**config.mk**
```make
export PLATFORM = sky130hd
export DESIGN_NAME = nnpo_cell
export DESIGN_NICKNAME = d
export VERILOG_FILES = /design/src/nnpo_pkg.sv /design/src/nnpo_cell.sv
export SDC_FILE = /design/constraint.sdc
export NUM_CORES = 2
export LEC_CHECK = 0
export BUFFER_PORTS_ARGS = -buffer_cell sky130_fd_sc_hd__buf_2
export CORE_MARGIN = 2
export CORE_UTILIZATION = 48
export CTS_CLUSTER_SIZE = 10
export DETAILED_ROUTE_END_ITERATION = 8
export PLACE_DENSITY = 0.64
export SLEW_MARGIN = 10
export SYNTH_ARGS = -nofsm -noshare
export SYNTH_HDL_FRONTEND = slang
export SYNTH_SLANG_ARGS = --single-unit
```
**constraint.sdc**
```tcl
create_clock -name clk -period 18.7 [get_ports clk]
set_clock_uncertainty 0.2 [all_clocks]
set_input_delay 1.87 -clock clk [delete_from_list [all_inputs] [get_ports clk]]
set_output_delay 1.87 -clock clk [all_outputs]
set_load 0.05 [all_outputs]
```
**src/nnpo_pkg.sv**
```systemverilog
// Package for the nearest-neighbor point order block.
// Coordinate types, cell link structs and register indexes. No dependencies.
package nnpo_pkg;

  localparam int COORD_W = 30;
  localparam int DIST_W  = 61;

  typedef logic signed [COORD_W-1:0] coord_t;
  typedef logic [DIST_W-1:0] dist_t;

  // Register indexes on the write port
  localparam logic CFG_HOME_X = 1'b0;
  localparam logic CFG_HOME_Y = 1'b1;

  // Point held in a cell of the chain
  typedef struct packed {
    logic   vld;
    coord_t x;
    coord_t y;
  } pt_t;

  // Absolute difference of two coordinates, used by the cell for the squared distance
  function automatic logic [COORD_W:0] abs_diff(input coord_t a, input coord_t b);
    logic signed [COORD_W:0] d;
    begin
      d = {a[COORD_W-1], a} - {b[COORD_W-1], b};
      abs_diff = d[COORD_W] ? (COORD_W+1)'(-d) : (COORD_W+1)'(d);
    end
  endfunction

endpackage

```
**src/nnpo_cell.sv**
```systemverilog
// One cell of the point chain: holds one stored point and its distance to the
// current position. Depends on nnpo_pkg.
module nnpo_cell
  import nnpo_pkg::*;
(
  input  logic   clk,
  input  logic   rst_n,
  input  logic   clr,        // drop the held point
  input  logic   load,       // take the point on pt_in
  input  pt_t    pt_in,
  input  coord_t cur_x,
  input  coord_t cur_y,
  input  logic   dist_en,    // latch squared distance to the current position
  output pt_t    pt_q,
  output dist_t  dist_q
);

  pt_t             pt_r, pt_nxt;
  logic [COORD_W:0] dx_r, dy_r;
  logic [2*COORD_W+1:0] sq;

  // held point
  always_comb begin
    pt_nxt = pt_r;
    if (clr) pt_nxt.vld = 1'b0;
    else if (load) pt_nxt = pt_in;
  end

  always_ff @(posedge clk) begin
    if (!rst_n) pt_r.vld <= 1'b0;
    else        pt_r.vld <= pt_nxt.vld;
    pt_r.x <= pt_nxt.x;
    pt_r.y <= pt_nxt.y;
  end

  // distance: differences registered, then squares summed and registered
  assign sq = (2*COORD_W+2)'(dx_r * dx_r) + (2*COORD_W+2)'(dy_r * dy_r);

  always_ff @(posedge clk) begin
    dx_r   <= abs_diff(cur_x, pt_r.x);
    dy_r   <= abs_diff(cur_y, pt_r.y);
    if (dist_en) dist_q <= sq[DIST_W-1:0];
  end

  assign pt_q = pt_r;

endmodule

```
# [After elaboration in Yosys (flattened, before gate mapping)]
# Index checks and enable logic that the tools add are counted.
[word_totals] output_inout_bits=122 in_bits=126 elab_cells=21 ff_bits=184
[classes] n_mux=2 reduce_logical=2 bitwise_logic=2 addsub=5 n_mul=2
[ops] op="$mul 31x31->61" count=2
[ops] op="$neg 31->31" count=2
[ops] op="$sub 30x30->31" count=2
[ops] op="$add 61x61->61" count=1
[ops] op="$mux 30" count=2
[ops] op="$not 1->1" count=2
[ops] op="$reduce_and 2->1" count=1
[ops] op="$reduce_or 2->1" count=1

# [Longest topological paths before layout]
[logic_depth] word_depth=3 ltp_mapped=33 depth_no_buf=30

# [Least setup slack after synthesis]
# OpenSTA, ideal clock, no wires.
[synth_timing] kind="flip-flop to flip-flop" start="reg dx_r[4]" end="reg dist_q[50], data pin" period_less_slack_ps=8433 setup_time_ps=262 setup_slack_ps=10267 required_ps=18238 stages_incl_launch_ff=29 path_buffers=3 t_arrival_ps=7971 path_cell_list="dfxtp_1 clkbuf_1 clkbuf_1 nand2_1 fa_1 inv_1 fa_1 fa_1 fa_1 inv_1 fa_1 inv_1 fa_1 fa_1 inv_1 fa_1 inv_1 fa_1 ha_1 clkbuf_1 and3_1 nand2_1 a211o_1 a2111oi_0 nor2_1 o31ai_1 a31oi_1 o21ai_1 xor2_1"
[synth_between] elab_chain_len=2
[synth_lines] element="start: declaration" line="nnpo_cell.sv:19" text="logic [COORD_W:0] dx_r, dy_r;"
[synth_lines] element="start signal: assignment" line="nnpo_cell.sv:40" text="dx_r <= abs_diff(cur_x, pt_r.x);"
[synth_lines] element="$mul 31x31->61" line="nnpo_cell.sv:37" text="assign sq = (2*COORD_W+2)'(dx_r * dx_r) + (2*COORD_W+2)'(dy_r * dy_r);"
[synth_lines] element="$add 61x61->61" line="nnpo_cell.sv:37"
[synth_lines] element="net sq[50]" line="nnpo_cell.sv:20" text="logic [2*COORD_W+1:0] sq;"
[synth_lines] element="end signal: assignment" line="nnpo_cell.sv:42" text="if (dist_en) dist_q <= sq[DIST_W-1:0];"
[synth_lines] element="end: declaration" line="nnpo_cell.sv:15" text="output dist_t dist_q"
# The timed path passes the listed nets, and every way through them passes these cells.
# A chain may end at the register's enable or synchronous reset.

# [Worst setup path in the final report]
[layout_timing] start="reg dx_r[13]" end="reg dist_q[59], data pin"
# The elaborated chain is that of the path after synthesis.

==> results.py <==
metrics = {
    "yosys": {
        "dominantRegCellSynth": "edfxtp_1",
        "synth_enable_flop_cells": 121,
        "yosysMostFrequentCell": "inv_1",
        "ys.warnings.count": 0,
        "synthCells": 6798,
        "synth_area_leaders": "fa_1 (51%), inv_1 (13%), ha_1 (10%), edfxtp_1 (5.6%), nand2_1 (3.8%)",
        "syn_nets": 9077,
        "ys_ff_latch": 184,
        "async_reset_ff_frac": 0,
        "avgSynthCellArea_um2": 9.489,
        "synth_top_area_cell": "fa_1",
        "netlist_area_um2": 64510,
        "synthTopCellsByCount": "inv_1 (2252), fa_1 (1633), nand2_1 (653), ha_1 (520), and2_1 (313)",
        "synth-seq-area-share": 0.07588,
        "synth.distinct_cells": 83,
        "synth_top_area_share": 0.5068,
    },
    "sta": {
        "slew_violations": 0,
        "post-route-period-util": 0.5384,
        "worstMarginPinSlew_ns": 1.067,
        "grt_setup_unrepaired": "no",
        "fin_crit_ns": 10.07,
        "setup_tns_ns": 0,
        "setup_violations": 0,
        "slew_headroom": 0.2686,
        "finalWorstSetupSlack_ns": 8.631,
        "finalHoldViolCount": 0,
        "fmax_ghz": 0.09932,
    },
    "floorplan": {
        "die-height_um": 370.6,
        "core_area_um2": 133500,
        "num_io_pins": 248,
        "die-area_um2": 137300,
        "fp-row-count": 134,
        "initial_core_util": 0.4833,
        "fp.dieW_um": 370.6,
    },
    "clock_tree": {
        "cts.path.max_buffers": 2,
        "ctsResizeCount": 0,
        "cts_tree": "built",
        "path_clk_slew_ns": 0.09,
        "clkSinkCount": 184,
        "clk_latency_ns": 0.55,
        "postCtsHoldBufs": 0,
        "post_cts_buffers": 0,
        "numCtsBuffers": 17,
        "h-tree-depth": 4,
        "cts_root_buffer": "clkbuf_16",
    },
    "critical_path": {
        "r2r_end": "dist_q[59]$_DFFE_PP_",
        "crit_arrival_ns": 10.18,
        "required_ns": 18.81,
        "cp-end-kind": "flip-flop",
        "rr_startpoint": "dx_r[13]$_DFF_P_",
        "start_kind": "flip-flop",
        "crit_fanout": 24,
        "critPathKind": "reg2reg",
        "ff2ff_setup_slack_ns": 8.63,
        "crit_slowest_cell": "fa_1",
        "critPathMostFrequentCell": "fa_1",
        "reg2regPathDepth": 32,
        "max_stage_delay_ns": 0.56,
    },
    "finish": {
        "nets": 9172,
        "regArea_um2": 4912,
        "n_antenna_cell": 0,
        "final_util": 0.5107,
        "final_cells": 8674,
        "multiInputGateArea_um2": 50290,
        "syn2layout_area_growth_pct": 5.660,
        "drive_gt1_frac": 0.05604,
        "fillers": 12489,
    },
    "route": {
        "num_vias": 44266,
        "drtIter0Drc": 2314,
        "antenna_left": 0,
        "drtPass1Iterations": 5,
        "via_per_inst": 5.103,
        "drt-total-wl_um": 161800,
        "drc": 0,
        "post_drt_wl_per_cell_um": 18.66,
    },
    "global_route": {
        "grt.total_usage": 0.2506,
        "antenna_found_initial": 2,
        "grt_max_degree": 62,
        "globalRouteOverflowTotal": 0,
        "grt_pass1_wl_um": 262700,
        "grt_pass1_vias": 50496,
    },
    "outcome": {
        "status": "completed",
    },
    "place": {
        "gp_congestion": 0.9593,
        "port_buffers": 247,
        "dp_hpwl_um": 135900,
        "dp.cells": 8642,
        "dp_slack_ns": 8.808,
    },
    "worst_hold_path": {
        "hold_end": "pt_q[60]$_SDFFE_PP0P_",
        "min_from": "pt_q[60]$_SDFFE_PP0P_",
        "whs_path_depth": 2,
        "hold_class": "reg2reg",
    },
    "flow_run": {
        "cap_violations": 0,
    },
}
## registers in the layout, indices dropped and copies added (netlist names)
| register | flops |
|---|---|
| pt_q | 61 |
| dist_q | 61 |
| dy_r | 31 |
| dx_r | 31 |
## cells in the final DEF (no fill, tap or decap), drive strengths merged, types with 23 or more instances in the layout
| cell | instances |
|---|---|
| a21o | 69 |
| a21oi | 114 |
| a31oi | 24 |
| and2 | 313 |
| buf | 301 |
| dfxtp | 63 |
| edfxtp | 121 |
| fa | 1633 |
| ha | 520 |
| inv | 2260 |
| nand2 | 654 |
| nand3 | 33 |
| nor2 | 161 |
| nor2b | 28 |
| nor3 | 31 |
| o211ai | 25 |
| o21a | 23 |
| o21ai | 98 |
| xnor2 | 127 |
| xor2 | 65 |
## cells by family (layout without fill, tap and decap cells)
kind of cell,count (synthesis),count (layout),share of synthesized area
AO/OA/AOI/OAI,463,463,0.04828
other,1,1,0.00005813
buffers and inverters,2482,2590,0.1446
AND/OR/NAND/NOR,1313,1313,0.09586
flip-flops,184,184,0.07588
XOR/XNOR,192,192,0.02607
adder cells (fa/ha/maj),2153,2153,0.6077
multiplexers,10,10,0.001591
## cell type report
type / count / area share
multi-input cells: 4132 / 0.7379
inverters: 2257 / 0.1243
flip-flops and latches: 184 / 0.07207
well taps: 1768 / 0.03246
repair buffers: 301 / 0.02409
clock buffers: 18 / 0.006297
clock inverters: 14 / 0.002901
## how the worst max path moves through the flow
stage | start | to | slack, ns | depth (start not counted)
after floorplan | dx_r[4]$_DFF_P_ | dist_q[50]$_DFFE_PP_ | 10.27 | 28
after global placement | dx_r[13]$_DFF_P_ | dist_q[59]$_DFFE_PP_ | 8.98 | 32
after detailed placement | dx_r[13]$_DFF_P_ | dist_q[59]$_DFFE_PP_ | 8.81 | 32
after CTS | dx_r[13]$_DFF_P_ | dist_q[59]$_DFFE_PP_ | 8.81 | 32
after global routing | dx_r[13]$_DFF_P_ | dist_q[59]$_DFFE_PP_ | 8.29 | 32
final | dx_r[13]$_DFF_P_ | dist_q[59]$_DFFE_PP_ | 8.63 | 32
## stage by stage
stage / hold slack (ns) / instance area [um2]
final: 0.3697 / 68160
after global routing: 0.4389 / 68160
after CTS: 0.3802 / 68160
after detailed placement: 0.3681 / 67530
after global placement: 0.3125 / 67530
after floorplan: 0.3651 / 64510
## worst max-delay path: cells and delay by family, from the launching register on
family,cells,cell delay [ns]
DFF,1,0.31
and+or+nand+nor,5,1.32
AOI/OAI and AO/OA,5,1.44
buffers and inverters,11,1.48
xor gates and xnor gates,1,0.10
adders and majority gates,10,4.95
## per-layer routing
metal,vias to the layer above,GRT usage,part of all wire
li1,19717,-,-
met4,0,0.1343,0.061
met2,1135,0.4639,0.54
met5,-,0,0
met1,23052,0.2818,0.36
met3,362,0.02706,0.043
Power is not shown: default switching activity piles up to over one toggle a cycle in this logic, so the estimate is an artifact.
